<file path="src/acmt_pkg.sv">
// ----------------------------------------------------------------------------
// acmt_pkg: shared types, constants and AES round functions
// Blocks are 16 bytes, byte i in bits 8i+7:8i.
// ----------------------------------------------------------------------------
package acmt_pkg;

    typedef logic [127:0] t_blk;

    // configuration register indexes
    localparam logic [7:0] CFG_KEY_LO  = 8'd0;
    localparam logic [7:0] CFG_KEY_HI  = 8'd1;
    localparam logic [7:0] CFG_COUNTER = 8'd2;
    localparam logic [7:0] CFG_LENGTH  = 8'd3;

    localparam int unsigned AES_ROUNDS = 10;

    // work for the cipher engine: optional block a, optional block b, then an optional tag
    typedef struct packed {
        logic use_a;
        logic use_b;
        logic emit;
        t_blk a;
        t_blk b;
    } t_cmd;

    localparam logic [7:0] SBOX [256] = '{
        8'h63,8'h7c,8'h77,8'h7b,8'hf2,8'h6b,8'h6f,8'hc5,8'h30,8'h01,8'h67,8'h2b,8'hfe,8'hd7,8'hab,8'h76,
        8'hca,8'h82,8'hc9,8'h7d,8'hfa,8'h59,8'h47,8'hf0,8'had,8'hd4,8'ha2,8'haf,8'h9c,8'ha4,8'h72,8'hc0,
        8'hb7,8'hfd,8'h93,8'h26,8'h36,8'h3f,8'hf7,8'hcc,8'h34,8'ha5,8'he5,8'hf1,8'h71,8'hd8,8'h31,8'h15,
        8'h04,8'hc7,8'h23,8'hc3,8'h18,8'h96,8'h05,8'h9a,8'h07,8'h12,8'h80,8'he2,8'heb,8'h27,8'hb2,8'h75,
        8'h09,8'h83,8'h2c,8'h1a,8'h1b,8'h6e,8'h5a,8'ha0,8'h52,8'h3b,8'hd6,8'hb3,8'h29,8'he3,8'h2f,8'h84,
        8'h53,8'hd1,8'h00,8'hed,8'h20,8'hfc,8'hb1,8'h5b,8'h6a,8'hcb,8'hbe,8'h39,8'h4a,8'h4c,8'h58,8'hcf,
        8'hd0,8'hef,8'haa,8'hfb,8'h43,8'h4d,8'h33,8'h85,8'h45,8'hf9,8'h02,8'h7f,8'h50,8'h3c,8'h9f,8'ha8,
        8'h51,8'ha3,8'h40,8'h8f,8'h92,8'h9d,8'h38,8'hf5,8'hbc,8'hb6,8'hda,8'h21,8'h10,8'hff,8'hf3,8'hd2,
        8'hcd,8'h0c,8'h13,8'hec,8'h5f,8'h97,8'h44,8'h17,8'hc4,8'ha7,8'h7e,8'h3d,8'h64,8'h5d,8'h19,8'h73,
        8'h60,8'h81,8'h4f,8'hdc,8'h22,8'h2a,8'h90,8'h88,8'h46,8'hee,8'hb8,8'h14,8'hde,8'h5e,8'h0b,8'hdb,
        8'he0,8'h32,8'h3a,8'h0a,8'h49,8'h06,8'h24,8'h5c,8'hc2,8'hd3,8'hac,8'h62,8'h91,8'h95,8'he4,8'h79,
        8'he7,8'hc8,8'h37,8'h6d,8'h8d,8'hd5,8'h4e,8'ha9,8'h6c,8'h56,8'hf4,8'hea,8'h65,8'h7a,8'hae,8'h08,
        8'hba,8'h78,8'h25,8'h2e,8'h1c,8'ha6,8'hb4,8'hc6,8'he8,8'hdd,8'h74,8'h1f,8'h4b,8'hbd,8'h8b,8'h8a,
        8'h70,8'h3e,8'hb5,8'h66,8'h48,8'h03,8'hf6,8'h0e,8'h61,8'h35,8'h57,8'hb9,8'h86,8'hc1,8'h1d,8'h9e,
        8'he1,8'hf8,8'h98,8'h11,8'h69,8'hd9,8'h8e,8'h94,8'h9b,8'h1e,8'h87,8'he9,8'hce,8'h55,8'h28,8'hdf,
        8'h8c,8'ha1,8'h89,8'h0d,8'hbf,8'he6,8'h42,8'h68,8'h41,8'h99,8'h2d,8'h0f,8'hb0,8'h54,8'hbb,8'h16
    };

    function automatic logic [7:0] xtime(input logic [7:0] x);
        return {x[6:0], 1'b0} ^ (x[7] ? 8'h1b : 8'h00);
    endfunction

    // SubBytes followed by ShiftRows
    function automatic t_blk sub_shift(input t_blk s);
        t_blk t;
        for (int c = 0; c < 4; c++) begin
            for (int r = 0; r < 4; r++) begin
                t[8*(r+4*c) +: 8] = SBOX[s[8*(r+4*((c+r)%4)) +: 8]];
            end
        end
        return t;
    endfunction

    function automatic t_blk mix_columns(input t_blk t);
        t_blk m;
        logic [7:0] a0, a1, a2, a3, all;
        for (int c = 0; c < 4; c++) begin
            a0  = t[32*c +: 8];
            a1  = t[32*c+8 +: 8];
            a2  = t[32*c+16 +: 8];
            a3  = t[32*c+24 +: 8];
            all = a0 ^ a1 ^ a2 ^ a3;
            m[32*c +: 8]    = a0 ^ all ^ xtime(a0 ^ a1);
            m[32*c+8 +: 8]  = a1 ^ all ^ xtime(a1 ^ a2);
            m[32*c+16 +: 8] = a2 ^ all ^ xtime(a2 ^ a3);
            m[32*c+24 +: 8] = a3 ^ all ^ xtime(a3 ^ a0);
        end
        return m;
    endfunction

    // next AES-128 round key
    function automatic t_blk key_step(input t_blk rk, input logic [7:0] rcon);
        logic [31:0] tmp, w0, w1, w2, w3;
        tmp = {SBOX[rk[103:96]], SBOX[rk[127:120]], SBOX[rk[119:112]],
               SBOX[rk[111:104]] ^ rcon};
        w0  = rk[31:0] ^ tmp;
        w1  = rk[63:32] ^ w0;
        w2  = rk[95:64] ^ w1;
        w3  = rk[127:96] ^ w2;
        return {w3, w2, w1, w0};
    endfunction

endpackage

</file>
<file path="src/acmt_fifo.sv">
// ----------------------------------------------------------------------------
// acmt_fifo: two-entry command queue
// Decouples word classification from the cipher engine.
// ----------------------------------------------------------------------------
module acmt_fifo (
    input  logic           i_clk,
    input  logic           i_rst_n,
    input  logic           i_push,
    input  acmt_pkg::t_cmd i_cmd,
    output logic           o_full,
    input  logic           i_pop,
    output logic           o_empty,
    output acmt_pkg::t_cmd o_cmd
);

    acmt_pkg::t_cmd r_mem [2];
    logic           r_wr_ptr, r_rd_ptr;
    logic [1:0]     r_count;

    assign o_full  = r_count == 2'd2;
    assign o_empty = r_count == 2'd0;
    assign o_cmd   = r_mem[r_rd_ptr];

    always_ff @(posedge i_clk) begin
        if (i_push) begin
            r_mem[r_wr_ptr] <= i_cmd;
        end
    end

    always_ff @(posedge i_clk) begin
        if (!i_rst_n) begin
            r_wr_ptr <= 1'b0;
            r_rd_ptr <= 1'b0;
            r_count  <= '0;
        end else begin
            if (i_push) r_wr_ptr <= !r_wr_ptr;
            if (i_pop)  r_rd_ptr <= !r_rd_ptr;
            r_count <= r_count + 2'(i_push) - 2'(i_pop);
        end
    end

endmodule

</file>
<file path="config.mk">
export PLATFORM = sky130hd
export DESIGN_NAME = acmt_fifo
export DESIGN_NICKNAME = d
export VERILOG_FILES = /design/src/acmt_pkg.sv /design/src/acmt_fifo.sv
export SDC_FILE = /design/constraint.sdc
export NUM_CORES = 1
export LEC_CHECK = 0
export BUFFER_PORTS_ARGS = -buffer_cell sky130_fd_sc_hd__buf_2
export CORE_ASPECT_RATIO = 0.6
export CORE_MARGIN = 2
export CORE_UTILIZATION = 45
export DETAILED_ROUTE_END_ITERATION = 8
export PLACE_DENSITY_LB_ADDON = 0.3
export SLEW_MARGIN = 20
export SYNTH_ARGS = -nofsm -noshare
export SYNTH_HDL_FRONTEND = slang
export SYNTH_SLANG_ARGS = --single-unit
</file>
<file path="constraint.sdc">
create_clock -name i_clk -period 36.3 [get_ports i_clk]
set_input_delay 7.26 -clock i_clk [delete_from_list [all_inputs] [get_ports i_clk]]
set_output_delay 7.26 -clock i_clk [all_outputs]
set_load 0.1 [all_outputs]
</file>
==> results by group <==
Outcome
  – Status: complete, no violations

Global route
  – Largest net degree at the start of global routing: 76
  – Total track usage: 17.31%
  – Number of global-route vias before repair: 9949
  – Initial antenna violation count: 7
  – Total gr overflow: 0
  – First-pass GRT wire length: 59570 um

Synthesis
  – Synthesized net count: 1092
  – Synth Instances: 827
  – Sequential area share after synthesis: 79.24%
  – Ys Warns: 0
  – Post-Synth Simple-Gate Area: 0.2723%
  – Synthesized-area fraction occupied by adder cells: 0.1267%
  – Syn_area_per_cell: 23.89 um2
  – Post-synthesis instance area: 0.01976 mm2
  – Post-Synth XOR/XNOR Area: 0.1583%
  – #FFs+latches synth: 523
  – Post-synthesis mux area share: 18.60%
  – Largest family of logic cells by synthesized area: multiplexers
  – Count of cell types in the netlist: 14
  – Compound-Gate Fraction of Synth Area: 0.03800%

Floorplanning
  – Chip width: 274.5 um
  – Core Box Area: 0.04333 mm2
  – Initial Util: 45.59%
  – Die H: 166.3 um
  – IO Pins: 524
  – Cell row count: 59
  – Die area: 0.04565 mm2

Timing
  – Slew Limit Headroom: 29.33%
  – Slew Limit Fails: 0
  – Max Clock Freq: 88.05 MHz
  – Worst clock skew: 0.01419 ns
  – Slew @ Worst Pin: 1.060 ns
  – Setup violators final: 0
  – RSZ-0062 raised after global routing: no
  – Final Hold Viols: 0
  – Setup_tns: 0 ns
  – Fin crit period: 11.36 ns
  – Min Hold Slack: 0.5847 ns
  – Post-route clock period utilization: 31.29%

Route
  – DRT antenna net count: 0
  – Wire length per cell: 20.56 um
  – Vias per cell: 4.784
  – Routed WL: 41150 um
  – Drt drc: 0
  – Initial DRC count: 754
  – DR vias: 9573
  – First-pass iteration count of the detailed router: 4

Cells and area
  – Most frequent cells in the layout: buf_2 (523), edfxtp_1 (518), mux2_4 (202)
  – FILL cells: 3338
  – Area Growth Syn to Fin: 23.54%
  – Finished Cell Area: 0.02441 mm2
  – Final Util: 56.32%
  – Share of layout cells above drive strength 1: 60.64%
  – Most common cell after layout, fill and taps aside: buf_2
  – Nets: 1646

Power and ir drop
  – PwrDens: 63.69 mW/mm2
  – Peak VDD IR: 0.04262 mV
  – Pwr Total: 1.555 mW
  – Pleak: 9.542 nW

Critical path
  – CP Max Fanout: 55
  – WP data required: 29.04 ns
  – Startpoint class of the critical path: flop
  – Critical Path AT: 4.10 ns
  – Critical Path End Type: output pin
  – WS Path Type: reg2out

Placement
  – # port buffers: 523
  – Final Wtd Congestion: 0.7881
  – Placed Instance Area: 0.02289 mm2
  – DPL Wire Length: 28330 um

Flow run
  – Maxcap violations: 0

CTS
  – H-Tree Depth: 2
  – Worst-skew pair later-pin latency: 0.55 ns
  – CTS tree: done
  – Clk Tree Root Cell: clkbuf_16
  – Post_cts resized: 0
  – Post-CTS Setup Bufs: 0
  – Post-cts hold buffer count: 0
  – CTS Buffer Depth: 3
  – Clk slew on worst S/H paths: 0.06 ns
  – Clock buffer count from CTS: 47
  – Clock Sinks: 523

Min path
  – Hold Crit Class: reg2reg
-- cell families (layout without fill, tap and decap cells) --
family	count (synthesis)	count (layout)
AND/OR/NAND/NOR	9	9
flip-flops	523	523
multiplexers	259	259
buffers and inverters	31	619
adder cells (fa/ha/maj)	2	2
XOR/XNOR	2	2
other	0	7
AO/OA/AOI/OAI	1	1
-- synth_stat cells --
cell	instances	area share [%]
o21a_1	1	0.038
mux2_2	57	3.2
buf_2	4	0.10
nor2b_1	4	0.13
xnor3_1	1	0.11
inv_1	2	0.038
nor2_1	1	0.019
dfxtp_1	5	0.51
edfxtp_1	518	79
ha_1	2	0.13
xor2_1	1	0.044
buf_6	25	1.4
mux2_4	202	15
and2_1	4	0.13
-- registers in the layout (all words and copies together), names as in the netlist, named ones only --
name / cells
r_count: 2
r_rd_ptr: 1
r_wr_ptr: 1
r_mem: 518
-- critical path, stage by stage, from the launching register on --
cell and delay, ns:
dfxtp_4 0.93, buf_4 0.80, buf_4 0.91, mux2_4 0.32
buf_2 0.43
-- metrics by stage --
stage | cells | setup slack, ns
after global placement | 1911 | 25.48
after detailed placement | 1911 | 25.48
after floorplan | 827 | 16.90
final | 2001 | 24.94
after global routing | 1998 | 24.73
after CTS | 1994 | 24.85
-- worst paths after layout --
| kind | from | endpoint | slack, ns | cells after the start |
|---|---|---|---|---|
| max | flop | o_cmd[169] | 24.94 | 4 |
| min reg2reg | r_rd_ptr | flop | 0.58 | 2 |
| min | r_rd_ptr | flop | 0.58 | 2 |
| max reg2reg | r_wr_ptr | r_mem[1][68] | 32.99 | 3 |
-- where the power goes --
part / internal (mW) / switching, mW / total, mW
combinational: 0.0768 / 0.281 / 0.358
sequential: 0.699 / 0.0108 / 0.710
clock: 0.278 / 0.208 / 0.487
-- final cells by class --
type                            count  area [um2]  area share [%]
Tap cell                          579       724.4           2.968
Inverter                            2       7.507         0.03076
Clock inverter                     23       250.2           1.025
Sequential cell                   523       15660           64.16
Clock buffer                       60        1246           5.106
Multi-Input combinational cell    273        3802           15.58
Antenna cell                        7       17.52         0.07177
Timing Repair Buffer              534        2700           11.06
-- layer usage --
metal | GRT usage (%) | vias up | wire (um)
met4 | 4.820 | 0 | 891
met1 | 21.60 | 4781 | 16540
met3 | 5.017 | 65 | 2880
li1 | - | 4418 | -
met2 | 29.46 | 309 | 20840
met5 | 0 | - | 0
(Power assumes the default switching activity.)
