## config.mk

```make
export PLATFORM = sky130hd
export DESIGN_NAME = acmt_front
export DESIGN_NICKNAME = d
export VERILOG_FILES = /design/src/acmt_pkg.sv /design/src/acmt_front.sv
export SDC_FILE = /design/constraint.sdc
export NUM_CORES = 1
export LEC_CHECK = 0
export ABC_AREA = 1
export BUFFER_PORTS_ARGS = -buffer_cell sky130_fd_sc_hd__buf_2
export CAP_MARGIN = 0
export CORE_MARGIN = 3
export CORE_UTILIZATION = 25
export CTS_BUF_LIST = sky130_fd_sc_hd__clkbuf_8
export CTS_CLUSTER_SIZE = 8
export DETAILED_ROUTE_END_ITERATION = 12
export HOLD_SLACK_MARGIN = 0.05
export PLACE_DENSITY = 0.45
export RECOVER_POWER = 100
export SYNTH_ARGS = -nofsm -noshare
export SYNTH_HDL_FRONTEND = slang
export SYNTH_SLANG_ARGS = --single-unit
```

## constraint.sdc

```tcl
create_clock -name i_clk -period 5 [get_ports i_clk]
set_input_delay 1 -clock i_clk [delete_from_list [all_inputs] [get_ports i_clk]]
set_output_delay 1 -clock i_clk [all_outputs]
set_load 0.01 [all_outputs]
```

## src/acmt_pkg.sv

```systemverilog
// ----------------------------------------------------------------------------
// acmt_pkg: shared types, constants and AES round functions
// Blocks are 16 bytes, byte i in bits 8i+7:8i.
// ----------------------------------------------------------------------------
package acmt_pkg;

    typedef logic [127:0] t_blk;

    // configuration register indexes
    localparam logic [7:0] CFG_KEY_LO  = 8'd0;
    localparam logic [7:0] CFG_KEY_HI  = 8'd1;
    localparam logic [7:0] CFG_COUNTER = 8'd2;
    localparam logic [7:0] CFG_LENGTH  = 8'd3;

    localparam int unsigned AES_ROUNDS = 10;

    // work for the cipher engine: optional block a, optional block b, then an optional tag
    typedef struct packed {
        logic use_a;
        logic use_b;
        logic emit;
        t_blk a;
        t_blk b;
    } t_cmd;

    localparam logic [7:0] SBOX [256] = '{
        8'h63,8'h7c,8'h77,8'h7b,8'hf2,8'h6b,8'h6f,8'hc5,8'h30,8'h01,8'h67,8'h2b,8'hfe,8'hd7,8'hab,8'h76,
        8'hca,8'h82,8'hc9,8'h7d,8'hfa,8'h59,8'h47,8'hf0,8'had,8'hd4,8'ha2,8'haf,8'h9c,8'ha4,8'h72,8'hc0,
        8'hb7,8'hfd,8'h93,8'h26,8'h36,8'h3f,8'hf7,8'hcc,8'h34,8'ha5,8'he5,8'hf1,8'h71,8'hd8,8'h31,8'h15,
        8'h04,8'hc7,8'h23,8'hc3,8'h18,8'h96,8'h05,8'h9a,8'h07,8'h12,8'h80,8'he2,8'heb,8'h27,8'hb2,8'h75,
        8'h09,8'h83,8'h2c,8'h1a,8'h1b,8'h6e,8'h5a,8'ha0,8'h52,8'h3b,8'hd6,8'hb3,8'h29,8'he3,8'h2f,8'h84,
        8'h53,8'hd1,8'h00,8'hed,8'h20,8'hfc,8'hb1,8'h5b,8'h6a,8'hcb,8'hbe,8'h39,8'h4a,8'h4c,8'h58,8'hcf,
        8'hd0,8'hef,8'haa,8'hfb,8'h43,8'h4d,8'h33,8'h85,8'h45,8'hf9,8'h02,8'h7f,8'h50,8'h3c,8'h9f,8'ha8,
        8'h51,8'ha3,8'h40,8'h8f,8'h92,8'h9d,8'h38,8'hf5,8'hbc,8'hb6,8'hda,8'h21,8'h10,8'hff,8'hf3,8'hd2,
        8'hcd,8'h0c,8'h13,8'hec,8'h5f,8'h97,8'h44,8'h17,8'hc4,8'ha7,8'h7e,8'h3d,8'h64,8'h5d,8'h19,8'h73,
        8'h60,8'h81,8'h4f,8'hdc,8'h22,8'h2a,8'h90,8'h88,8'h46,8'hee,8'hb8,8'h14,8'hde,8'h5e,8'h0b,8'hdb,
        8'he0,8'h32,8'h3a,8'h0a,8'h49,8'h06,8'h24,8'h5c,8'hc2,8'hd3,8'hac,8'h62,8'h91,8'h95,8'he4,8'h79,
        8'he7,8'hc8,8'h37,8'h6d,8'h8d,8'hd5,8'h4e,8'ha9,8'h6c,8'h56,8'hf4,8'hea,8'h65,8'h7a,8'hae,8'h08,
        8'hba,8'h78,8'h25,8'h2e,8'h1c,8'ha6,8'hb4,8'hc6,8'he8,8'hdd,8'h74,8'h1f,8'h4b,8'hbd,8'h8b,8'h8a,
        8'h70,8'h3e,8'hb5,8'h66,8'h48,8'h03,8'hf6,8'h0e,8'h61,8'h35,8'h57,8'hb9,8'h86,8'hc1,8'h1d,8'h9e,
        8'he1,8'hf8,8'h98,8'h11,8'h69,8'hd9,8'h8e,8'h94,8'h9b,8'h1e,8'h87,8'he9,8'hce,8'h55,8'h28,8'hdf,
        8'h8c,8'ha1,8'h89,8'h0d,8'hbf,8'he6,8'h42,8'h68,8'h41,8'h99,8'h2d,8'h0f,8'hb0,8'h54,8'hbb,8'h16
    };

    function automatic logic [7:0] xtime(input logic [7:0] x);
        return {x[6:0], 1'b0} ^ (x[7] ? 8'h1b : 8'h00);
    endfunction

    // SubBytes followed by ShiftRows
    function automatic t_blk sub_shift(input t_blk s);
        t_blk t;
        for (int c = 0; c < 4; c++) begin
            for (int r = 0; r < 4; r++) begin
                t[8*(r+4*c) +: 8] = SBOX[s[8*(r+4*((c+r)%4)) +: 8]];
            end
        end
        return t;
    endfunction

    function automatic t_blk mix_columns(input t_blk t);
        t_blk m;
        logic [7:0] a0, a1, a2, a3, all;
        for (int c = 0; c < 4; c++) begin
            a0  = t[32*c +: 8];
            a1  = t[32*c+8 +: 8];
            a2  = t[32*c+16 +: 8];
            a3  = t[32*c+24 +: 8];
            all = a0 ^ a1 ^ a2 ^ a3;
            m[32*c +: 8]    = a0 ^ all ^ xtime(a0 ^ a1);
            m[32*c+8 +: 8]  = a1 ^ all ^ xtime(a1 ^ a2);
            m[32*c+16 +: 8] = a2 ^ all ^ xtime(a2 ^ a3);
            m[32*c+24 +: 8] = a3 ^ all ^ xtime(a3 ^ a0);
        end
        return m;
    endfunction

    // next AES-128 round key
    function automatic t_blk key_step(input t_blk rk, input logic [7:0] rcon);
        logic [31:0] tmp, w0, w1, w2, w3;
        tmp = {SBOX[rk[103:96]], SBOX[rk[127:120]], SBOX[rk[119:112]],
               SBOX[rk[111:104]] ^ rcon};
        w0  = rk[31:0] ^ tmp;
        w1  = rk[63:32] ^ w0;
        w2  = rk[95:64] ^ w1;
        w3  = rk[127:96] ^ w2;
        return {w3, w2, w1, w0};
    endfunction

endpackage

```

## src/acmt_front.sv

```systemverilog
// ----------------------------------------------------------------------------
// acmt_front: configuration registers and message word classification
// Masks bytes past the length, pairs words into blocks and queues cipher work.
// ----------------------------------------------------------------------------
module acmt_front #(
    parameter int LENGTH_BITS = 16
) (
    input  logic                i_clk,
    input  logic                i_rst_n,
    input  logic                i_cfg_valid,
    input  logic [7:0]          i_cfg_index,
    input  logic [63:0]         i_cfg_data,
    input  logic                i_valid,
    output logic                o_ready,
    input  logic [63:0]         i_data_word,
    output logic                o_push,
    output acmt_pkg::t_cmd      o_cmd,
    input  logic                i_full
);

    logic [63:0]            r_key_lo, r_key_hi;
    logic [31:0]            r_counter;
    logic [LENGTH_BITS-1:0] r_len;
    logic [LENGTH_BITS-1:0] r_consumed, n_consumed;
    logic [63:0]            r_held, n_held;
    logic                   r_pending, n_pending;
    logic                   r_started, n_started;

    logic                   accept, done_before, done;
    logic [LENGTH_BITS-1:0] remain;
    logic [3:0]             nbytes;
    logic [63:0]            word;
    acmt_pkg::t_cmd         cmd;

    assign o_ready = !i_full;
    assign accept  = i_valid && !i_full;

    always_comb begin
        remain = (r_consumed < r_len) ? r_len - r_consumed : '0;
        nbytes = (remain > LENGTH_BITS'(8)) ? 4'd8 : remain[3:0];
        for (int j = 0; j < 8; j++) begin
            word[8*j +: 8] = (4'(j) < nbytes) ? i_data_word[8*j +: 8] : 8'h00;
        end
    end

    always_comb begin
        done_before = r_started && (r_consumed >= r_len);
        n_consumed  = r_consumed;
        n_held      = r_held;
        n_pending   = r_pending;
        n_started   = r_started;
        cmd         = '0;
        if (!done_before) begin
            n_consumed = r_consumed + LENGTH_BITS'(nbytes);
            if (!r_started) begin
                cmd.use_a = 1'b1;
                cmd.a     = {r_key_hi, r_key_lo};
                cmd.use_b = 1'b1;
                cmd.b     = {word, 32'(r_len), r_counter};
                n_started = 1'b1;
            end else if (!r_pending) begin
                n_held    = word;
                n_pending = 1'b1;
                cmd.b     = {64'h0, word};
            end else begin
                cmd.use_b = 1'b1;
                cmd.b     = {word, r_held};
                n_pending = 1'b0;
            end
        end else begin
            cmd.b = {64'h0, r_held};
        end
        done = n_consumed >= r_len;
        // a half block still held at the end is flushed with zero padding
        if (done && n_pending) begin
            cmd.use_b = 1'b1;
        end
        cmd.emit = done;
        if (done) begin
            n_consumed = '0;
            n_held     = '0;
            n_pending  = 1'b0;
            n_started  = 1'b0;
        end
    end

    assign o_cmd  = cmd;
    assign o_push = accept && (cmd.use_a || cmd.use_b || cmd.emit);

    always_ff @(posedge i_clk) begin
        if (!i_rst_n) begin
            r_key_lo   <= '0;
            r_key_hi   <= '0;
            r_counter  <= '0;
            r_len      <= LENGTH_BITS'(1);
            r_consumed <= '0;
            r_held     <= '0;
            r_pending  <= 1'b0;
            r_started  <= 1'b0;
        end else begin
            if (i_cfg_valid) begin
                unique case (i_cfg_index)
                    acmt_pkg::CFG_KEY_LO:  r_key_lo  <= i_cfg_data;
                    acmt_pkg::CFG_KEY_HI:  r_key_hi  <= i_cfg_data;
                    acmt_pkg::CFG_COUNTER: r_counter <= i_cfg_data[31:0];
                    acmt_pkg::CFG_LENGTH:  r_len     <= i_cfg_data[LENGTH_BITS-1:0];
                    default: ;
                endcase
            end
            if (accept) begin
                r_consumed <= n_consumed;
                r_held     <= n_held;
                r_pending  <= n_pending;
                r_started  <= n_started;
            end
        end
    end

endmodule

```

==> results.md, run 1 <==
- Vias per inst: 4.72
- HP Class: register to register
- DP HPWL: 43400 µm
- Slew Viols, Final: 177
- Worst setup margin: -1.01 ns
- Layout Cells excl Fill: 3513
- Sw frac: 0.490
- Commonest non-fill, non-tap cell in the layout: nand2_1
- Grt ovf: 0
- H-tree depth: 2
- Initial antenna violation count: 6
- Slew headroom: -0.359
- Max Clock Freq: 166 MHz
- WP data required: 4.00 ns
- Vias in the first global route: 16200
- Worst Path Arrival: 5.01 ns
- Commonest register cell after synthesis: dfxtp_1
- Syn Nets: 2418
- PwrDens: 652 nW/µm²
- CTS tree: yes
- Final period util: 1.20
- Critical Path Slowest Stage Cell: fa_2
- IO Pins: 402
- GRT Total Usage: 0.193
- Final Util: 0.352
- Final min period: 6.01 ns
- Core area: 56600 µm²
- Iteration-0 DRC Markers: 894
- Setup Skew: 0.0398 ns
- Largest net degree at the start of global routing: 148
- Die X: 246 µm
- Post-Synthesis Cell Area: 14400 µm²
- Layout cell share with drive strength beyond 1: 0.254
- Worst Setup End Kind: output pin
- YS warnings: 0
- # fillers: 6322
- Routability cong.: 0.858
- Sequential Power Share: 0.162
- Clock Path Buffers: 3
- Register area share after synthesis: 0.360
- Global-route wire length before repair: 92100 µm
- Die area: 60400 µm²
- Failing checks: max-capacitance violations, max-slew violations, negative setup slack
- Area growth syn-to-layout: 38.7%
- Dpl ws: -0.583 ns
- Clk Latency, worst-skew pair: 0.64 ns
- Initial core utilization: 0.254
- Most frequent CP cell: nand2_1
- Post-synth cell types: 49
- Hold Buf Count CTS: 0
- R2r setup slk: -0.35 ns
- DR vias: 16600
- Final net count: 2894
- DIE HEIGHT: 246 µm
- Placed Cells: 3384
- Seq cells post-synth: 258
- CP max FO: 3
- Startpoint Class: register
- Outcome: finished, violations left
- Buffers added on ports: 401
- Asr flop ratio synth: 0
- Endpoints failing hold: 0
- Synth area leaders: dfxtp_1 (36%), nand2_1 (12%), a21oi_1 (9.4%)
- Final wirelength: 61400 µm
- Max_cap viols: 4
- DR DRC count: 0
- Worst Tran Pin Value: 2.04 ns
- Peak supply drop: 0.000694 V
- Antenna Nets Post-Route: 0
- EDFF count, synth: 0
- Sum Neg Setup Slack: -21.28 ns
- Post-synth top area cell: dfxtp_1
- Clock Tree Root: clkbuf_8
- Initial DRT Pass Iterations: 5
- Leak: 8.67 nW
- Top cell type's share of synthesized area: 0.360
- Crit path kind: register to output pin
- CTS sink count: 258
- Internal Power: 6.64 mW
- Clock power frac: 0.171
- Clock slew at reported path FFs: 0.06 ns
- Unrepaired setup endpoints after global routing: yes
- Post-Syn Area per Cell: 6.42 µm²
- Cts bufs inserted: 52
- Setup violators final: 68
- Switching power: 6.36 mW
- Most frequent cells in the layout: nand2_1 (425), nor2_1 (296), inv_1 (285), dfxtp_1 (254), o21ai_0 (236)
- Combinational share of power: 0.667
- Post-Syn Instances: 2239
- Row cnt: 87
- CP max stage delay: 0.38 ns
- Avg WL per Cell: 17.5 µm
[routing by layer]
metal / global-route usage / vias up / wire (µm)
met5: 0 / - / 59
met4: 0.0742 / 8 / 2320
met3: 0.0523 / 122 / 4560
li1: - / 8160 / -
met2: 0.316 / 494 / 28400
met1: 0.240 / 7805 / 26000
[layout make-up]
| cell class | count | area, µm² | share of cell area |
|---|---|---|---|
| Timing Repair inverter | 1 | 6.26 | 0.000314 |
| Inverter | 295 | 1140 | 0.0573 |
| Multi-Input combinational cell | 1544 | 8300 | 0.416 |
| Sequential cell | 258 | 5170 | 0.260 |
| Tap cell | 756 | 946 | 0.0475 |
| Clock inverter | 29 | 174 | 0.00873 |
| Antenna cell | 2 | 5.00 | 0.000251 |
| Timing Repair Buffer | 563 | 3290 | 0.165 |
| Clock buffer | 65 | 895 | 0.0449 |
[per-stage QoR]
step | hold slack [ns] | area, µm² | power (mW)
finish | 0.452 | 19900 | 13.0
global route | 0.468 | 19900 | 14.0
CTS | 0.455 | 19300 | 11.8
detailed placement | 0.444 | 17900 | 9.04
global placement | 0.440 | 17900 | 9.02
floorplan | 0.430 | 14400 | 6.47
[power by group through the flow]
stage / registers, mW / clock network (mW) / logic (mW)
final: 2.10 / 2.22 / 8.68
after detailed placement: 2.14 / 0 / 6.90
after floorplan: 2.14 / 0 / 4.33
after global routing: 2.10 / 2.41 / 9.44
after global placement: 2.14 / 0 / 6.87
after CTS: 2.10 / 2.33 / 7.38
[worst max-delay path: cells and delay by family, from the launching register on]
family | cells | cell delay, ns
compound gates | 4 | 0.50
buf+inv | 5 | 0.55
flops | 1 | 0.34
fa+ha+maj | 5 | 1.28
simple gates | 22 | 1.55
xor+xnor | 1 | 0.15
[worst paths after layout]
kind,start,to,depth (start not counted)
setup / recovery,r_len[0],o_push,37
hold / removal,r_key_hi[16],r_key_hi[16],2
setup reg to reg,r_len[0],r_held[40],44
hold reg to reg,r_key_hi[16],r_key_hi[16],2
[logic make-up (layout without fill, tap and decap cells)]
| kind of cell | Yosys count | in the layout | share of synthesized area |
|---|---|---|---|
| compound gates | 578 | 578 | 0.216 |
| xor+xnor | 4 | 4 | 0.00296 |
| fa+ha+maj | 38 | 38 | 0.0341 |
| buf+inv | 437 | 953 | 0.117 |
| flops | 258 | 258 | 0.360 |
| other cells | 0 | 2 | 0 |
| simple gates | 924 | 924 | 0.270 |
[cells in the mapped netlist, drive strengths merged, types with 2 or more instances]
cell / n
fa: 2
o21ai: 244
clkbuf: 116
o311ai: 2
o221ai: 16
o211ai: 33
buf: 26
nor2: 313
or2: 3
dfxtp: 258
nand2: 470
o22ai: 3
xor2: 3
nor3: 8
inv: 294
a31oi: 2
and2: 9
nand4: 19
ha: 36
a21oi: 275
nand3: 99
[state kept, by name, indices dropped and copies added, names as in the netlist]
name	flops
r_key_hi	64
r_held	64
r_len	16
r_pending	1
r_consumed	16
r_counter	32
r_started	1
r_key_lo	64
[timing repair]
action	in CTS	in global routing
setup endpoints to repair	143	146
resized for setup	31	160
buffers inserted	11	15
pin swaps	9	33
gates cloned	3	5
(Power assumes the default switching activity.)
==> run 2, diff against run 1 <==
CORE_MARGIN = 5   (was 3)
PLACE_DENSITY = 0.43   (was 0.45)
clock period = 6.4 ns   (was 5 ns; I/O delays follow)
==> results.md, run 2 (same netlist as run 1, synthesis figures left out) <==
- Outcome: finished, violations left
- Failing checks: max-capacitance violations, max-slew violations
- Slew headroom: -0.906 (-0.547)
- DR vias: 15700 (-5.4%)
- Leak: 7.98 nW (-8.1%)
- DIE HEIGHT: 250 µm (+1.6%)
- Setup violators final: 0 (-100%)
- Area after DPL: 17000 µm² (-5.1%)
- CTS tree: yes
- Iteration-0 DRC Markers: 893 (-0.11%)
- Setup crit end: o_push
- Placed Cells: 3278 (-3.1%)
- Clk Latency, worst-skew pair: 0.65 ns (about the same)
- Total Power Consumption: 8.60 mW (-34%)
- Diodes inserted: 0 (-2)
- HP Class: register to register
- Routability cong.: 0.851 (-0.80%)
- Clock Tree Root: clkbuf_8
- Most frequent cells in the layout: nand2_1 (440), nor2_1 (304), inv_1 (290), buf_2 (270), a21oi_1 (267)
- Final min period: 6.36 ns
- Initial DRT Pass Iterations: 5 (unchanged)
- R2R cell count: 37 (-16%)
- Area growth syn-to-layout: 26.6%
- Worst Path Arrival: 5.08 ns (+0.07 ns)
- Setup crit start: r_len[0]
- Regs by FF count: r_held (64), r_key_hi (64), r_key_lo (64)
- CP max FO: 7 (+4)
- Number of cells on the critical path: 33 (-11%)
- CP delay by family, top: simple AND/OR/NAND/NOR gates
- Clock Path Buffers: 3 (unchanged)
- DP HPWL: 41800 µm (-3.6%)
- Worst setup margin: 0.0413 ns (+1.05 ns)
- Final Cell Area: 18200 µm² (-8.7%)
- Worst Tran Pin Value: 2.86 ns (+0.821 ns)
- Die X: 250 µm (+1.6%)
- Max Clock Freq: 157 MHz
- Endpoints failing hold: 0 (unchanged)
- Setup Skew: 0.0467 ns (+0.00689 ns)
- Row cnt: 87 (unchanged)
- Slew Viols, Final: 298 (+68%)
- Hold Slack: 0.452 ns (+0.000432 ns)
- Largest net degree at the start of global routing: 95 (-36%)
- Worst reg2reg path startpoint: r_len[0]
- Reg-to-Reg End: r_held[12]
- Peak supply drop: 0.000505 V (-27%)
- Sum Neg Setup Slack: 0 ns (+21.28 ns)
- Dpl ws: 0.109 ns (+0.693 ns)
- Vias per inst: 4.64 (-1.8%)
- Final wirelength: 58800 µm (-4.2%)
- Final net count: 2773 (-4.2%)
- R2r setup slk: 1.07 ns (+1.42 ns)
- Multi-input gate area: 7780 µm² (-6.2%)
- Critical Path Slowest Stage Cell: fa_2
- Final period util: 0.994
- Buffers added on ports: 401 (unchanged)
- CP max stage delay: 0.35 ns (-0.03 ns)
- Grt ovf: 0 (unchanged)
- FF+latch area: 5180 µm² (+0.19%)
- Most frequent CP cell: nand2_1
- Worst Path Buf+Inv: 4 (-1)
- Layout Cells excl Fill: 3385 (-3.6%)
- Avg WL per Cell: 17.4 µm (-0.59%)
- Max_cap viols: 6 (+2)
- Layout cell share with drive strength beyond 1: 0.188 (-0.0658)
- Unrepaired setup endpoints after global routing: yes
- IO Pins: 402 (unchanged)
- Die area: 62400 µm² (+3.3%)
- Final Util: 0.321 (-0.0313)
- DR DRC count: 0 (unchanged)
- Core area: 56700 µm² (+0.19%)
- Startpoint Class: register
- GRT Total Usage: 0.178 (-0.0142)
- Vias in the first global route: 15200 (-6.2%)
- PwrDens: 473 nW/µm² (-28%)
- WP data required: 5.12 ns (+1.12 ns)
- Crit path kind: register to output pin
- Initial core utilization: 0.253 (-0.000487)
- Global-route wire length before repair: 89600 µm (-2.7%)
- Cts bufs inserted: 50 (-3.8%)
- Worst Setup End Kind: output pin
- H-tree depth: 2 (unchanged)
- # fillers: 6431 (+1.7%)
- Antenna Nets Post-Route: 0 (unchanged)
- Initial antenna violation count: 2 (-4)
- Commonest non-fill, non-tap cell in the layout: nand2_1
- Clock slew at reported path FFs: 0.06 ns (about the same)
- CTS sink count: 258 (unchanged)
run 2: cell types whose count changed in the layout (fill, tap and decap cells not counted), sizes merged:
cell,delta
buf,-73
bufinv,-2
clkbuf,-46
clkinv,-12
diode,-2
inv,+7
run 2: cell type report:
class / count / share of cell area
well taps: 756 / 0.0520
repair buffers: 445 / 0.120
clock inverters: 23 / 0.00592
clock buffers: 64 / 0.0484
multi-input cells: 1544 / 0.428
inverters: 295 / 0.0613
flip-flops and latches: 258 / 0.285
run 2: metal layers:
metal | vias up | global-route usage | share of wire
met1 | 7264 | 0.235 | 0.45
met5 | - | 0 | 0.00043
li1 | 7893 | - | -
met2 | 443 | 0.290 | 0.46
met4 | 4 | 0.0516 | 0.028
met3 | 90 | 0.0463 | 0.068
run 2: power breakdown:
group	switching, mW	leakage [nW]	internal [mW]	total [mW]
clock	0.771	0.584	0.893	1.66
sequential	0.0162	2.08	1.63	1.64
combinational	3.62	5.31	1.67	5.29
run 2: worst min path at each step:
stage	startpoint	endpoint	slack, ns	cells past startpoint
floorplan	r_key_hi[18]	r_key_hi[18]	0.43	2
global placement	r_key_hi[38]	r_key_hi[38]	0.44	2
detailed placement	r_key_hi[10]	r_key_hi[10]	0.44	2
CTS	r_key_hi[10]	r_key_hi[10]	0.45	2
global route	r_key_lo[0]	r_key_lo[0]	0.47	2
finish	r_key_lo[15]	r_key_lo[15]	0.45	2
run 2: tightest hold or removal path, delay by kind of cell (launching register included):
family	cells	cell delay, ns
AOI/OAI and AO/OA	1	0.05
DFF	1	0.29
buffers and inverters	1	0.06
run 2: what timing repair did:
action                     4_1_cts  5_1_grt
pin swaps                       13       12
gates resized for setup         36       30
setup endpoints to repair        3        3
setup buffers                   13        7
hold buffers                     0        0
